**src/rtl/qat_pkg.sv**
```systemverilog
// Shared types, character codes and helper functions for the quoted argument tokenizer.
package qat_pkg;

	// Parse modes of the tokenizer
	typedef enum logic [2:0] {
		MODE_BETWEEN  = 3'd0,
		MODE_SQUOTE   = 3'd1,
		MODE_DQUOTE   = 3'd2,
		MODE_DQ_ESC   = 3'd3,
		MODE_WORD     = 3'd4,
		MODE_WORD_ESC = 3'd5
	} mode_t;

	// Result kinds on the output channel
	typedef enum logic [1:0] {
		KIND_CHAR      = 2'd0,
		KIND_TOKEN_END = 2'd1,
		KIND_CMD_END   = 2'd2
	} kind_t;

	// Character codes
	localparam logic [7:0] CH_N      = 8'h6e;
	localparam logic [7:0] CH_R      = 8'h72;
	localparam logic [7:0] CH_T      = 8'h74;
	localparam logic [7:0] CH_BSLASH = 8'h5c;
	localparam logic [7:0] CH_SQUOTE = 8'h27;
	localparam logic [7:0] CH_DQUOTE = 8'h22;
	localparam logic [7:0] CH_SPACE  = 8'h20;
	localparam logic [7:0] CH_TAB    = 8'h09;
	localparam logic [7:0] CH_LF     = 8'h0a;
	localparam logic [7:0] CH_CR     = 8'h0d;

	// Queue between front and back
	localparam int QDEPTH = 4;
	localparam int QAW    = $clog2(QDEPTH);
	localparam int QCW    = $clog2(QDEPTH + 1);

	// One queued transaction: first result, plus an optional trailing command end
	typedef struct packed {
		logic [7:0] data;
		kind_t      kind;
		logic       two;
	} entry_t;

	typedef struct packed {
		logic   valid;
		entry_t entry;
	} push_t;

	function automatic logic is_blank(input logic [7:0] c);
		is_blank = (c == CH_SPACE) || (c == CH_TAB) || (c == CH_LF) || (c == CH_CR);
	endfunction

	function automatic logic [7:0] unescape(input logic [7:0] c);
		if (c == CH_N) begin
			unescape = CH_LF;
		end else if (c == CH_R) begin
			unescape = CH_CR;
		end else if (c == CH_T) begin
			unescape = CH_TAB;
		end else begin
			unescape = c;
		end
	endfunction

endpackage

```
**src/rtl/quoted_argument_tokenizer.sv**
```systemverilog
// Quoted argument tokenizer: the top level joining front end, result queue and back end.
// Takes one command byte per cycle while the queue has room and emits a stream of token
// characters, token-end marks and command-end marks. The front end's parse state updates
// in the cycle that accepts a byte, so bytes may arrive back to back. Most bytes cause zero
// or one result; an end of command that closes a non-empty token causes two, and those pass
// one at a time through the single-result output register. A four-entry queue between the
// parser and the output register absorbs such bursts and output stalls; input ready drops
// only while that queue is full. Results pass through the queue, then the output register.
module quoted_argument_tokenizer (
	input  logic       clk,
	input  logic       arst_n,
	input  logic       in_valid,
	output logic       in_ready,
	input  logic [7:0] in_byte,
	input  logic       end_of_command,
	output logic       out_valid,
	input  logic       out_ready,
	output logic [7:0] out_byte,
	output logic [1:0] result_kind,
	output logic       last_of_item
);

	qat_pkg::push_t  push;
	qat_pkg::entry_t q_entry;
	logic            q_full;
	logic            q_valid;
	logic            q_pop;

	qat_front u_front (
		.clk            (clk),
		.arst_n         (arst_n),
		.in_valid       (in_valid),
		.in_ready       (in_ready),
		.in_byte        (in_byte),
		.end_of_command (end_of_command),
		.q_full         (q_full),
		.push           (push)
	);

	qat_queue u_queue (
		.clk      (clk),
		.arst_n   (arst_n),
		.push     (push),
		.full     (q_full),
		.pop      (q_pop),
		.rd_valid (q_valid),
		.rd_entry (q_entry)
	);

	qat_back u_back (
		.clk          (clk),
		.arst_n       (arst_n),
		.q_valid      (q_valid),
		.q_entry      (q_entry),
		.q_pop        (q_pop),
		.out_valid    (out_valid),
		.out_ready    (out_ready),
		.out_byte     (out_byte),
		.result_kind  (result_kind),
		.last_of_item (last_of_item)
	);

endmodule

```
**src/rtl/qat_front.sv**
```systemverilog
// Front end: accepts input bytes, runs the parse state machine and queues results.
module qat_front (
	input  logic           clk,
	input  logic           arst_n,
	input  logic           in_valid,
	output logic           in_ready,
	input  logic [7:0]     in_byte,
	input  logic           end_of_command,
	input  logic           q_full,
	output qat_pkg::push_t push
);

	qat_pkg::mode_t mode_q, mode_d;
	logic           has_q, has_d;
	logic           accept;
	logic           emit_char, emit_tend, emit_cend;
	logic [7:0]     ch;

	assign in_ready = !q_full;
	assign accept   = in_valid && in_ready;

	// Decode which results this byte causes
	always_comb begin
		emit_char = 1'b0;
		emit_tend = 1'b0;
		emit_cend = 1'b0;
		ch        = in_byte;
		if (end_of_command) begin
			emit_tend = has_q;
			emit_cend = 1'b1;
		end else begin
			case (mode_q)
				qat_pkg::MODE_SQUOTE: begin
					emit_char = (in_byte != qat_pkg::CH_SQUOTE);
				end
				qat_pkg::MODE_DQUOTE: begin
					emit_char = (in_byte != qat_pkg::CH_BSLASH) &&
					            (in_byte != qat_pkg::CH_DQUOTE);
				end
				qat_pkg::MODE_DQ_ESC, qat_pkg::MODE_WORD_ESC: begin
					ch        = qat_pkg::unescape(in_byte);
					emit_char = 1'b1;
				end
				qat_pkg::MODE_WORD: begin
					if ((in_byte == qat_pkg::CH_BSLASH) || (in_byte == qat_pkg::CH_SQUOTE) ||
					    (in_byte == qat_pkg::CH_DQUOTE)) begin
						emit_char = 1'b0;
					end else if (qat_pkg::is_blank(in_byte)) begin
						emit_tend = 1'b1;
					end else begin
						emit_char = 1'b1;
					end
				end
				default: begin
					emit_char = (in_byte != qat_pkg::CH_SQUOTE) &&
					            (in_byte != qat_pkg::CH_DQUOTE) &&
					            !qat_pkg::is_blank(in_byte);
				end
			endcase
		end
	end

	// Form the queue entry
	always_comb begin
		push.valid      = accept && (emit_char || emit_tend || emit_cend);
		push.entry.two  = emit_tend && emit_cend;
		push.entry.data = emit_char ? ch : 8'h00;
		if (emit_char) begin
			push.entry.kind = qat_pkg::KIND_CHAR;
		end else if (emit_tend) begin
			push.entry.kind = qat_pkg::KIND_TOKEN_END;
		end else begin
			push.entry.kind = qat_pkg::KIND_CMD_END;
		end
	end

	// Next parse mode and token fill flag
	always_comb begin
		mode_d = mode_q;
		if (end_of_command) begin
			mode_d = qat_pkg::MODE_BETWEEN;
		end else begin
			case (mode_q)
				qat_pkg::MODE_SQUOTE: begin
					if (in_byte == qat_pkg::CH_SQUOTE) mode_d = qat_pkg::MODE_WORD;
				end
				qat_pkg::MODE_DQUOTE: begin
					if (in_byte == qat_pkg::CH_BSLASH) begin
						mode_d = qat_pkg::MODE_DQ_ESC;
					end else if (in_byte == qat_pkg::CH_DQUOTE) begin
						mode_d = qat_pkg::MODE_WORD;
					end
				end
				qat_pkg::MODE_DQ_ESC: begin
					mode_d = qat_pkg::MODE_DQUOTE;
				end
				qat_pkg::MODE_WORD: begin
					if (in_byte == qat_pkg::CH_BSLASH) begin
						mode_d = qat_pkg::MODE_WORD_ESC;
					end else if (in_byte == qat_pkg::CH_SQUOTE) begin
						mode_d = qat_pkg::MODE_SQUOTE;
					end else if (in_byte == qat_pkg::CH_DQUOTE) begin
						mode_d = qat_pkg::MODE_DQUOTE;
					end else if (qat_pkg::is_blank(in_byte)) begin
						mode_d = qat_pkg::MODE_BETWEEN;
					end
				end
				qat_pkg::MODE_WORD_ESC: begin
					mode_d = qat_pkg::MODE_WORD;
				end
				default: begin
					if (in_byte == qat_pkg::CH_SQUOTE) begin
						mode_d = qat_pkg::MODE_SQUOTE;
					end else if (in_byte == qat_pkg::CH_DQUOTE) begin
						mode_d = qat_pkg::MODE_DQUOTE;
					end else if (qat_pkg::is_blank(in_byte)) begin
						mode_d = qat_pkg::MODE_BETWEEN;
					end else begin
						mode_d = qat_pkg::MODE_WORD;
					end
				end
			endcase
		end
		if (end_of_command || emit_tend) begin
			has_d = 1'b0;
		end else if (emit_char) begin
			has_d = 1'b1;
		end else begin
			has_d = has_q;
		end
	end

	// Advance state on each accepted transaction
	always_ff @(posedge clk or negedge arst_n) begin
		if (!arst_n) begin
			mode_q <= qat_pkg::MODE_BETWEEN;
			has_q  <= 1'b0;
		end else if (accept) begin
			mode_q <= mode_d;
			has_q  <= has_d;
		end
	end

	// End of command always leaves a clean parser
	a_eoc_clears: assert property (@(posedge clk) disable iff (!arst_n)
		accept && end_of_command |=> (mode_q == qat_pkg::MODE_BETWEEN) && !has_q)
		else $error("parser not cleared after end of command");

	// A paired entry is always token end followed by command end
	a_two_kind: assert property (@(posedge clk) disable iff (!arst_n)
		push.valid && push.entry.two |-> push.entry.kind == qat_pkg::KIND_TOKEN_END)
		else $error("paired entry with wrong first kind");

	// Every end of command queues something
	a_eoc_push: assert property (@(posedge clk) disable iff (!arst_n)
		accept && end_of_command |-> push.valid)
		else $error("end of command dropped");

endmodule

```
**src/rtl/qat_queue.sv**
```systemverilog
// Short queue of pending result entries between the front and back ends.
module qat_queue (
	input  logic            clk,
	input  logic            arst_n,
	input  qat_pkg::push_t  push,
	output logic            full,
	input  logic            pop,
	output logic            rd_valid,
	output qat_pkg::entry_t rd_entry
);

	qat_pkg::entry_t              mem_q [qat_pkg::QDEPTH];
	logic [qat_pkg::QAW-1:0]      wr_ptr_q, rd_ptr_q;
	logic [qat_pkg::QCW-1:0]      count_q;
	logic                         do_pop;

	assign full     = (count_q == qat_pkg::QCW'(qat_pkg::QDEPTH));
	assign rd_valid = (count_q != '0);
	assign rd_entry = mem_q[rd_ptr_q];
	assign do_pop   = pop && rd_valid;

	// Store pushed entries
	always_ff @(posedge clk) begin
		if (push.valid && !full) begin
			mem_q[wr_ptr_q] <= push.entry;
		end
	end

	// Advance pointers and occupancy
	always_ff @(posedge clk or negedge arst_n) begin
		if (!arst_n) begin
			wr_ptr_q <= '0;
			rd_ptr_q <= '0;
			count_q  <= '0;
		end else begin
			if (push.valid && !full) wr_ptr_q <= wr_ptr_q + 1'b1;
			if (do_pop) rd_ptr_q <= rd_ptr_q + 1'b1;
			if ((push.valid && !full) && !do_pop) begin
				count_q <= count_q + 1'b1;
			end else if (!(push.valid && !full) && do_pop) begin
				count_q <= count_q - 1'b1;
			end
		end
	end

	a_no_overflow: assert property (@(posedge clk) disable iff (!arst_n)
		!(push.valid && full))
		else $error("push into full queue");

	a_count_range: assert property (@(posedge clk) disable iff (!arst_n)
		count_q <= qat_pkg::QCW'(qat_pkg::QDEPTH))
		else $error("queue occupancy out of range");

	a_ptr_gap: assert property (@(posedge clk) disable iff (!arst_n)
		(count_q != qat_pkg::QCW'(qat_pkg::QDEPTH)) |->
		(qat_pkg::QAW'(wr_ptr_q - rd_ptr_q) == count_q[qat_pkg::QAW-1:0]))
		else $error("queue pointers disagree with occupancy");

endmodule

```
**src/rtl/qat_back.sv**
```systemverilog
// Back end: unpacks queued entries into result transactions through an output register.
module qat_back (
	input  logic            clk,
	input  logic            arst_n,
	input  logic            q_valid,
	input  qat_pkg::entry_t q_entry,
	output logic            q_pop,
	output logic            out_valid,
	input  logic            out_ready,
	output logic [7:0]      out_byte,
	output logic [1:0]      result_kind,
	output logic            last_of_item
);

	logic           out_valid_q;
	logic [7:0]     byte_q;
	qat_pkg::kind_t kind_q;
	logic           last_q;
	logic           phase_q;
	logic           load;
	logic           first_half;

	assign load       = q_valid && (!out_valid_q || out_ready);
	assign first_half = q_entry.two && !phase_q;
	assign q_pop      = load && !first_half;

	// Control: valid flag and phase of a paired entry
	always_ff @(posedge clk or negedge arst_n) begin
		if (!arst_n) begin
			out_valid_q <= 1'b0;
			phase_q     <= 1'b0;
		end else begin
			if (load) begin
				out_valid_q <= 1'b1;
				phase_q     <= first_half;
			end else if (out_ready) begin
				out_valid_q <= 1'b0;
			end
		end
	end

	// Payload: hold until taken, then load the next result
	always_ff @(posedge clk) begin
		if (load) begin
			if (phase_q) begin
				byte_q <= 8'h00;
				kind_q <= qat_pkg::KIND_CMD_END;
			end else begin
				byte_q <= q_entry.data;
				kind_q <= q_entry.kind;
			end
			last_q <= !first_half;
		end
	end

	assign out_valid    = out_valid_q;
	assign out_byte     = byte_q;
	assign result_kind  = kind_q;
	assign last_of_item = last_q;

	// Second half pending means the first half sits in the output register
	a_phase_out: assert property (@(posedge clk) disable iff (!arst_n)
		phase_q |-> out_valid_q && !last_q && (kind_q == qat_pkg::KIND_TOKEN_END))
		else $error("paired entry out of step");

	// A command end is always the last result of its transaction
	a_cmd_last: assert property (@(posedge clk) disable iff (!arst_n)
		out_valid_q && (kind_q == qat_pkg::KIND_CMD_END) |-> last_q)
		else $error("command end not marked last");

	// Non-character results carry a zero byte
	a_zero_byte: assert property (@(posedge clk) disable iff (!arst_n)
		out_valid_q && (kind_q != qat_pkg::KIND_CHAR) |-> byte_q == 8'h00)
		else $error("nonzero byte on mark result");

endmodule

```
**config.mk**
```make
export PLATFORM = sky130hd
export DESIGN_NAME = quoted_argument_tokenizer
export DESIGN_NICKNAME = d
export VERILOG_FILES = /design/src/rtl/qat_pkg.sv /design/src/rtl/quoted_argument_tokenizer.sv /design/src/rtl/qat_front.sv /design/src/rtl/qat_queue.sv /design/src/rtl/qat_back.sv
export SDC_FILE = /design/constraint.sdc
export NUM_CORES = 1
export LEC_CHECK = 0
export BUFFER_PORTS_ARGS = -buffer_cell sky130_fd_sc_hd__buf_2
export CAP_MARGIN = 20
export CELL_PAD_IN_SITES_DETAIL_PLACEMENT = 2
export CELL_PAD_IN_SITES_GLOBAL_PLACEMENT = 2
export CORE_MARGIN = 3
export CORE_UTILIZATION = 42
export DETAILED_ROUTE_END_ITERATION = 6
export PLACE_DENSITY_LB_ADDON = 0.1
export SLEW_MARGIN = 20
export SYNTH_ARGS = -nofsm -noshare
export SYNTH_HDL_FRONTEND = slang
export SYNTH_SLANG_ARGS = --single-unit
```
**constraint.sdc**
```tcl
create_clock -name clk -period 3.6 [get_ports clk]
set_input_delay 0.72 -clock clk [delete_from_list [all_inputs] [get_ports clk]]
set_output_delay 0.72 -clock clk [all_outputs]
set_load 0.01 [all_outputs]
```
---- Word level (Yosys, flattened, before mapping) ----
Memories as Yosys holds them, arrays and structs flattened.
Cells that the tools add are included.
storage, ports and cells
  register bits ........................... 24
  bits in writable memories ............... 44
  bits of input ports ..................... 13
  output and inout port bits .............. 13
  memories ................................ 1
operators by class
  add/sub/neg operators ................... 4
  equal/unequal tests ..................... 22
  multiplexer cells ....................... 37
  reduce and logical (&&, ||, !) cells .... 36
memory list
  name           depth  bits a word  read ports  clocked after Yosys merged registers in  write ports  RTL line         text
  u_queue.mem_q  4      11           1           0                                        1            qat_queue.sv:12  qat_pkg::entry_t mem_q [qat_pkg::QDEPTH];
operator list
  operator                                              count
  two-way mux 8 bit                                     6
  two-way mux 3 bit                                     13
  equality test 8 x 7 -> 1 bit (second input constant)  4
  equality test 8 x 4 -> 1 bit (second input constant)  3
  equality test 8 x 6 -> 1 bit (second input constant)  3
  != test 8 x 6 -> 1 bit (second input constant)        2
  case mux 3 bit (5 select lines)                       1
  two-way mux 1 bit                                     14
  logical AND 1 bit                                     13
  equality test 3 bit (second input constant)           3
  logical OR 1 bit                                      9
  != test 8 x 7 -> 1 bit (second input constant)        1
  logical NOT 1 bit                                     7
  equality test 3 x 2 -> 1 bit (second input constant)  2
  != test 6 x 2 -> 1 bit (second input constant)        1
  nonzero test 2 bit                                    3
  adder 2 x 1 -> 2 bit (second input constant)          2
  two-way mux 2 bit                                     2
  != test 4 x 2 -> 1 bit (second input constant)        1
  case mux 1 bit (4 select lines)                       1
  AND reduction 4 bit                                   1
  adder 3 x 1 -> 3 bit (second input constant)          1
  equality test 3 x 1 -> 1 bit (second input constant)  1
  != test 3 x 2 -> 1 bit (second input constant)        1
  other kinds (4)                                       4

---- Longest topological paths before layout ----
Gate-level depths: netlist (run 1).
  depth in word-level cells ............... 16
  depth in mapped cells ................... 11
  depth with buffers taken out ............ 10

---- Cells and area by module ----
A second synthesis (run 1) with hierarchy kept.
second synthesis, totals
  cells, all modules ...................... 222
  area, all modules ....................... 3,338.2 um2
by module, submodules not included
  module     instances  cells an instance  area an instance (um2)
  qat_queue  1          92                 2,055.7
  qat_front  1          98                 760.7
  qat_back   1          32                 521.8

---- Worst setup path after synthesis (run 1) ----
No wires, ideal clock.
  kind .................................... input to register
  start point ............................. in in_byte[4]
  end point ............................... reg u_queue.count_q[1] in the netlist's numbering
  library setup time ...................... 0.125 ns
  arrival ................................. 2.991 ns
  slack ................................... 0.484 ns
  cell stages on the path ................. 8
  cells stage by stage .................... or3_4 or4_4 a32oi_2 a311oi_4 ha_1 inv_1 fa_1 mux2_2
on the way
  longest elaborated chain between the ends .. 15
ends and longest elaborated chain
  what                                                                          RTL line                          text
  start: declaration                                                            quoted_argument_tokenizer.sv:14   input logic [7:0] in_byte,
  equality test 8 x 6 -> 1 bit or equality test 8 x 4 -> 1 bit (tied branches)  qat_pkg.sv:51                     is_blank = (c == CH_SPACE) || (c == CH_TAB) || (c == CH_LF) || (c == CH_CR);
  logical OR 1 bit (3 in a row)                                                 qat_pkg.sv:51
  two-way mux 1 bit or logical NOT 1 bit (tied branches)                        qat_front.sv:48, qat_front.sv:57
  two-way mux 1 bit or logical AND 1 bit (tied branches)                        qat_front.sv:45, qat_front.sv:56
  case mux 1 bit (4 select lines) or two-way mux 1 bit (tied branches)          qat_front.sv:32                   case (mode_q)
  two-way mux 1 bit                                                             qat_front.sv:28                   if (end_of_command) begin
  logical OR 1 bit (*) (2 in a row)                                             qat_front.sv:65                   push.valid = accept && (emit_char || emit_tend || emit_cend);
  logical AND 1 bit (*)                                                         qat_front.sv:65
  logical AND 1 bit (*)                                                         qat_queue.sv:38, qat_queue.sv:40
  logical NOT 1 bit                                                             qat_queue.sv:40                   end else if (!(push.valid && !full) && do_pop) begin
  logical AND 1 bit                                                             qat_queue.sv:40
  nonzero test 2 bit (no line)                                                  n/a
  end signal: assignment                                                        qat_queue.sv:39                   count_q <= count_q + 1'b1;
  end signal: assignment                                                        qat_queue.sv:41                   count_q <= count_q - 1'b1;
  end: declaration                                                              qat_queue.sv:14                   logic [qat_pkg::QCW-1:0] count_q;
Every way passes the cells marked *; elsewhere a longest branch is shown, timed or not.
A chain may end at the register's enable or synchronous reset.

---- Worst setup path after layout (run 1) ----
  start point ............................. reg u_front.mode_q[2]
  end point ............................... reg u_queue.count_q[2] in the netlist's numbering
on the way
  longest elaborated chain between the ends .. 11
ends and longest elaborated chain
  what                                                                 RTL line                          text
  start: declaration                                                   qat_front.sv:13                   qat_pkg::mode_t mode_q, mode_d;
  start signal: assignment                                             qat_front.sv:136                  mode_q <= qat_pkg::MODE_BETWEEN;
  start signal: assignment                                             qat_front.sv:139                  mode_q <= mode_d;
  equality test 3 x 2 -> 1 bit or equality test 3 bit (tied branches)  qat_front.sv:32
  OR reduction 2 bit                                                   qat_front.sv:32
  case mux 1 bit (4 select lines)                                      qat_front.sv:32
  two-way mux 1 bit                                                    qat_front.sv:28
  logical OR 1 bit (*) (2 in a row)                                    qat_front.sv:65
  logical AND 1 bit (*)                                                qat_front.sv:65
  logical AND 1 bit (*)                                                qat_queue.sv:38, qat_queue.sv:40
  logical NOT 1 bit                                                    qat_queue.sv:40
  logical AND 1 bit                                                    qat_queue.sv:40
  nonzero test 2 bit (no line)                                         n/a
Marks and branches as above.

==> summary.md, run 1 <==
| Metric | Value |
|---|---|
| RR Startpoint | `u_front.mode_q[2]$_DFFE_PN0P_` |
| Via density | `5.75` |
| Syn Std Cell Area | `3290 um2` |
| Clk_skew | `0.0103 ns` |
| First-pass GRT wire length | `13500 um` |
| Clock latency on the worst-skew pair | `0.35 ns` |
| Crit path required time | `3.87 ns` |
| First drt pass iteration count | `4` |
| Post-synth cell types | `58` |
| Clock buffer count from CTS | `9` |
| Initial drt markers | `93` |
| Metal2 WL | `4430 um` |
| Async SR Flop Fraction | `0.191` |
| Worst EP arrival | `3.45 ns` |
| Slew Viols, Final | `0` |
| Final worst-path cycle share | `0.884` |
| CTS Root Cell | `clkbuf_8` |
| Core Footprint | `7410 um2` |
| Total congestion overflow | `0` |
| Top_reg_cell synth | `edfxtp_1` |
| Crit path kind | `reg2reg` |
| Cells after Synth | `234` |
| DRC | `0` |
| Worst VDD drop | `0.239 mV` |
| GRT Total Usage | `0.209` |
| Area grow syn2layout | `13.4%` |
| Chip width | `94.5 um` |
| CTS clk-pin slew, worst paths | `0.07 ns` |
| CP Launch Type | `flip-flop` |
| Crit path buf inv count | `1` |
| Top post-synthesis cells by area | `edfxtp_1 (50%), dfrtp_1 (9.9%), mux4_2 (7.5%)` |
| Worst reg2reg path depth | `10` |
| Seq/Total Area, Yosys | `0.601` |
| Post-layout min period | `3.18 ns` |
| Cell leakage power | `1.36 nW` |
| Nets | `290` |
| CP peak stage delay | `0.57 ns` |
| IO Count | `26` |
| Final Hold Vio Count | `0` |
| Routability cong. | `0.784` |
| Max-cap violation count | `0` |
| Initial antenna violation count | `0` |
| Number of global-route vias before repair | `2320` |
| Wl on met1 | `3620 um` |
| Commonest cells in the netlist | `edfxtp_1 (55), nand2_1 (14), dfrtp_1 (13)` |
| DP Wirelength | `5990 um` |
| H-tree levels | `3` |
| Largest net degree at the start of global routing | `15` |
| CTS resizes | `0` |
| Synth Register Bits | `68` |
| Site Rows | `31` |
| Most used cell, CP | `xor2_1` |
| Avg Inst Size Synth | `14.1 um2` |
| Synth Net Count | `253` |
| Slowest CP cell | `dfrtp_1` |
| Yosys warns | `0` |
| Post-cts hold buffer count | `0` |
| CP Max Fanout | `10` |
| Layout cells sized above 1 | `0.273` |
| Setup bufs post-CTS | `0` |
| Clock sink count | `68` |
| Vias | `2151` |
| Status | `finished, final reports clean` |
| Max_slew headroom | `0.313` |
| Fmax | `0.314 GHz` |
| Longest Clk Path Bufs | `2` |
| Unrepaired setup endpoints after global routing | `false` |
| DR WL/cell | `22.7 um` |
| CP delay by family, top | `compound AO/OA/AOI/OAI gates` |
| Element type at the critical path end | `flip-flop` |
| Initial Util | `0.444` |
| Crit path cell chain | `nor3b_1 -> a21bo_2 -> a21o_1 -> a311oi_4 -> ha_1 -> inv_1 -> fa_1 -> xor2_1 -> nor2_1 -> xor2_1` |
| Synth top area share | `0.502` |
| WL met3 | `335 um` |
| FF-to-FF setup slack | `0.42 ns` |
| CTS tree | `yes` |
| Top Metal Used | `met4` |
| Number of antenna-violating nets in the routed design | `0` |
| TNS Setup | `0 ns` |
| Power density over the cells | `762 nW/um2` |
| EDFF count, synth | `55` |
| Reg2Reg Capture Point | `u_queue.count_q[2]$_DFFE_PN0P_` |
| Die area | `8930 um2` |
| Cell with the most instances after synthesis | `edfxtp_1` |
| Measured slew at the worst slew-check pin | `1.00 ns` |
| Path type of the worst min-delay path | `in2async` |
| Worst hold slack | `0.259 ns` |
| Final WL | `8510 um` |
| Cell taking the most area after synthesis | `edfxtp_1` |
| Die Y-Extent | `94.5 um` |
| N_diodes | `0` |
| Worst setup path start | `u_front.mode_q[2]$_DFFE_PN0P_` |
| # setup viols final | `0` |
| # port buffers | `25` |
[registers in the layout, summed over array words and instances, names as in the netlist]
register	cells
u_back.phase_q	1
u_front.mode_q	3
u_queue.rd_ptr_q	2
u_queue.count_q	3
u_back.last_of_item	1
u_queue.wr_ptr_q	2
u_queue.mem_q	44
u_back.out_valid	1
u_front.has_q	1
u_back.out_byte	8
u_back.result_kind	2
[placed cells by master (no fill, tap or decap), types with 2 or more instances in the layout]
master      instances
nand3b_1            2
ha_1                5
and4b_1             2
clkinvlp_4          2
dfrtp_1            13
nor3b_1             4
nor4_1              2
xor2_1              3
o211ai_1            3
nor4bb_1            2
nand2_1            14
nand3_1             4
a211oi_1            5
nand4_1             2
nor2b_1             9
buf_4              10
xnor2_1             5
inv_1              11
and2_1              6
nor3_1             11
a32o_1              2
nand2b_1            6
edfxtp_1           55
o21ai_0             4
a21oi_1             8
clkinv_2            3
o311ai_0            2
clkbuf_8            9
buf_2              25
nor2_1              4
or2_2               3
mux4_2             11
[layout make-up]
type                    instances  area [um2]
well taps                      99         124
fillers                       731        3680
inverters                      11        41.3
flip-flops and latches         68        1980
repair buffers                 35         200
clock buffers                  10         128
multi-input cells             146        1230
clock inverters                 5        30.0
[metal layers]
layer / GRT usage / vias up
li1: - / 980
met5: 0 / -
met2: 0.360 / 63
met1: 0.265 / 1096
met3: 0.0406 / 12
met4: 0.0685 / 0
[kinds of logic (layout without fill, tap and decap cells)]
kind of cell | count (synthesis) | after routing | share of synthesized area
buffers and inverters | 20 | 61 | 0.0251
AND/OR/NAND/NOR | 79 | 79 | 0.146
XOR/XNOR | 8 | 8 | 0.0213
adder cells (fa/ha/maj) | 6 | 6 | 0.0251
flip-flops | 68 | 68 | 0.601
AO/OA/AOI/OAI | 39 | 39 | 0.0958
multiplexers | 14 | 14 | 0.0863
[power breakdown]
part           internal [mW]  leakage (nW)  switching [mW]
registers               1.16         0.677           0.134
clock network          0.242        0.0779           0.290
logic                  0.448         0.605           0.571
[stage by stage]
stage	total power, mW	cells	util	setup WS, ns	cell area, um2
after global placement	2.22	359	0.482	0.236	3570
after CTS	2.87	374	0.504	0.393	3730
after floorplan	1.96	234	-	0.484	3290
final	2.84	374	0.504	0.417	3730
after detailed placement	2.32	359	0.482	0.160	3570
after global routing	3.00	374	0.504	0.221	3730
[worst max-delay path by stage]
stage,to,depth (start not counted)
after floorplan,u_queue.count_q[1]$_DFFE_PN0P_,8
after global placement,u_queue.count_q[1]$_DFFE_PN0P_,9
after detailed placement,u_queue.count_q[1]$_DFFE_PN0P_,9
after CTS,u_queue.count_q[2]$_DFFE_PN0P_,10
after global routing,u_queue.count_q[2]$_DFFE_PN0P_,10
final,u_queue.count_q[2]$_DFFE_PN0P_,10
(Power assumes the default switching activity.)
==> run 2: changes to the inputs <==
CORE_UTILIZATION = 46   (was 42)
clock period = 3.9 ns   (was 3.6 ns; I/O delays follow)
==> run 2 against run 1 <==
Count of clock-buffer cells in the layout grew 2. Routed wire length rose by 18%. First-iteration DRC count increased by 83%. Setup slack improved by 0.032 ns. Sequential share of layout area decreased by 0.94 points. Core utilization rose by 4.9 points. Sequential power is 3% lower. Combinational power shrank 6%. Total power increased by 3.4%. Design area increased by 1.8%.
==> summary.md, run 2 (synthesis gave the netlist of run 1 again) <==
| Metric | Value |
|---|---|
| CTS resizes | `0 (unchanged)` |
| Slew Viols, Final | `0 (unchanged)` |
| N_diodes | `0 (unchanged)` |
| CP Max Fanout | `12 (was 10)` |
| Unrepaired setup endpoints after global routing | `false (unchanged)` |
| Worst EP arrival | `3.71 ns (was 3.45 ns)` |
| Via density | `6.03 (was 5.75)` |
| Path type of the worst min-delay path | `in2async (unchanged)` |
| Nets | `287 (was 290)` |
| CP Launch Type | `flip-flop (unchanged)` |
| CTS tree | `yes (unchanged)` |
| DR WL/cell | `27.2 um (was 22.7 um)` |
| Fillcell total | `643 (was 731)` |
| Layout cells sized above 1 | `0.271 (was 0.273)` |
| DRC | `0 (unchanged)` |
| Clock buffer count from CTS | `9 (unchanged)` |
| # port buffers | `25 (unchanged)` |
| Internal Power | `1.92 mW (was 1.85 mW)` |
| DP Wirelength | `6620 um (was 5990 um)` |
| Status | `finished, final reports clean (unchanged)` |
| CP delay by family, top | `simple AND/OR/NAND/NOR gates (was compound AO/OA/AOI/OAI gates)` |
| # setup viols final | `0 (unchanged)` |
| Clk network pwr share | `0.248 (was 0.187)` |
| Crit path required time | `4.16 ns (was 3.87 ns)` |
| Post-cts hold buffer count | `0 (unchanged)` |
| Die Y-Extent | `90.6 um (was 94.5 um)` |
| CTS Root Cell | `clkbuf_8 (unchanged)` |
| Final WL | `10000 um (was 8510 um)` |
| Measured slew at the worst slew-check pin | `0.964 ns (was 1.00 ns)` |
| Commonest non-fill, non-tap cell in the layout | `edfxtp_1 (unchanged)` |
| Post-layout min period | `3.45 ns (was 3.18 ns)` |
| Number of global-route vias before repair | `2502 (was 2320)` |
| Most frequent cells in the layout | `edfxtp_1 (55), buf_2 (25), nand2_1 (14) (unchanged)` |
| Setup bufs post-CTS | `0 (unchanged)` |
| CP peak stage delay | `0.73 ns (was 0.57 ns)` |
| Number of antenna-violating nets in the routed design | `0 (unchanged)` |
| Clock latency on the worst-skew pair | `0.35 ns (about the same)` |
| Largest net degree at the start of global routing | `15 (unchanged)` |
| Power density over the cells | `774 nW/um2 (was 762 nW/um2)` |
| Clk_skew | `0.00709 ns (was 0.0103 ns)` |
| Fin util | `0.553 (was 0.504)` |
| Clock sink count | `68 (unchanged)` |
| Core Footprint | `6870 um2 (was 7410 um2)` |
| TNS Setup | `0 ns (unchanged)` |
| Initial drt markers | `170 (was 93)` |
| Total power | `2.94 mW (was 2.84 mW)` |
| Fmax | `0.290 GHz (was 0.314 GHz)` |
| Max_slew headroom | `0.349 (was 0.313)` |
| Longest Clk Path Bufs | `2 (unchanged)` |
| Die area | `8200 um2 (was 8930 um2)` |
| Element type at the critical path end | `flip-flop (unchanged)` |
| GRT Total Usage | `0.263 (was 0.209)` |
| Most used cell, CP | `xor2_1 (unchanged)` |
| Slowest CP cell | `nor3b_1 (was dfrtp_1)` |
| Final Hold Vio Count | `0 (unchanged)` |
| Cell leakage power | `1.39 nW (was 1.36 nW)` |
| First-pass GRT wire length | `15900 um (was 13500 um)` |
| Worst VDD drop | `0.275 mV (was 0.239 mV)` |
| First drt pass iteration count | `4 (unchanged)` |
| Largest register FFs | `44 (unchanged)` |
| Vias | `2226 (was 2151)` |
| Share of power burned in registers | `0.425 (was 0.455)` |
| Switching Power | `1.02 mW (was 0.995 mW)` |
| IO Count | `26 (unchanged)` |
| Initial Util | `0.479 (was 0.444)` |
| Chip width | `90.6 um (was 94.5 um)` |
| Total congestion overflow | `0 (unchanged)` |
| Biggest register | `u_queue.mem_q (unchanged)` |
| Placed Instances | `352 (was 359)` |
| Switching share of power | `0.348 (was 0.350)` |
| Crit path kind | `reg2reg (unchanged)` |
| H-tree levels | `3 (unchanged)` |
| Routability cong. | `0.796 (was 0.784)` |
| Crit path cell chain | `nor3b_1 -> a32oi_2 -> a311oi_4 -> ha_1 -> inv_1 -> fa_1 -> xor2_1 -> nor2_1 -> xor2_1 (was nor3b_1 -> a21bo_2 -> a21o_1 -> a311oi_4 -> ha_1 -> inv_1 -> fa_1 -> xor2_1 -> nor2_1 -> xor2_1)` |
| Area grow syn2layout | `15.4% (was 13.4%)` |
| Crit path buf inv count | `1 (unchanged)` |
| Logic pwr share | `0.327 (was 0.358)` |
| Max-cap violation count | `0 (unchanged)` |
| Finished Layout Cells | `369 (was 374)` |
| CTS clk-pin slew, worst paths | `0.08 ns (was 0.07 ns)` |
| Initial antenna violation count | `0 (unchanged)` |
| Site Rows | `30 (was 31)` |
| Final worst-path cycle share | `0.885 (was 0.884)` |
run 2: changes by cell type in the layout (fill, tap and decap cells not counted), moves of 2 or more:
cell,before,now
buf_4,10,6
clkinv_2,3,0
bufinv_16,0,2
clkbuf_8,9,11
run 2: path summary, 6_finish.rpt:
check,startpoint,end,slack (ns),cells past startpoint
setup reg to reg,u_front.mode_q[1]$_DFFE_PN0P_,u_queue.count_q[2]$_DFFE_PN0P_,0.45,9
max in group asynchronous,arst_n,u_queue.count_q[1]$_DFFE_PN0P_,3.33,1
min in group clk,u_queue.count_q[2]$_DFFE_PN0P_,u_queue.count_q[2]$_DFFE_PN0P_,0.57,1
setup / recovery,u_front.mode_q[1]$_DFFE_PN0P_,u_queue.count_q[2]$_DFFE_PN0P_,0.45,9
hold / removal,arst_n,u_back.out_valid$_DFFE_PN0P_,0.32,1
hold reg to reg,u_queue.count_q[2]$_DFFE_PN0P_,u_queue.count_q[2]$_DFFE_PN0P_,0.57,1
run 2: power by group through the flow:
stage / combinational (mW) / sequential (mW) / clock, mW
floorplan: 0.624 / 1.19 / 0
global placement: 0.829 / 1.21 / 0
detailed placement: 0.924 / 1.25 / 0
CTS: 0.974 / 1.25 / 0.737
global route: 1.06 / 1.27 / 0.764
finish: 0.962 / 1.25 / 0.730
run 2: layout make-up:
cell class	count	area, um2	share of cell area
Clock buffer	12	176	0.0464
Multi-Input combinational cell	146	1230	0.324
Tap cell	96	120	0.0316
Inverter	11	41.3	0.0109
Sequential cell	68	1980	0.520
Timing Repair Buffer	32	175	0.0461
Clock inverter	4	76.3	0.0201
run 2: stage by stage:
step	setup slack, ns	hold slack [ns]	area, um2
floorplan	0.724	0.457	3290
global placement	0.480	0.474	3540
detailed placement	0.337	0.540	3540
CTS	0.459	0.319	3790
global route	0.162	0.324	3800
finish	0.449	0.318	3800
run 2: worst reg2reg max path, delay by kind of cell (launching register included):
kind | cells | cell delay [ns]
and+or+nand+nor | 2 | 0.85
AOI/OAI and AO/OA | 2 | 0.73
adders and majority gates | 2 | 0.71
DFF | 1 | 0.63
xor gates and xnor gates | 2 | 0.37
buffers and inverters | 1 | 0.08
run 2: routing by layer:
| metal | routed length, um | track usage |
|---|---|---|
| met2 | 5280 | 0.453 |
| met5 | 0 | 0 |
| met1 | 4060 | 0.335 |
| met3 | 447 | 0.0367 |
| met4 | 230 | 0.105 |
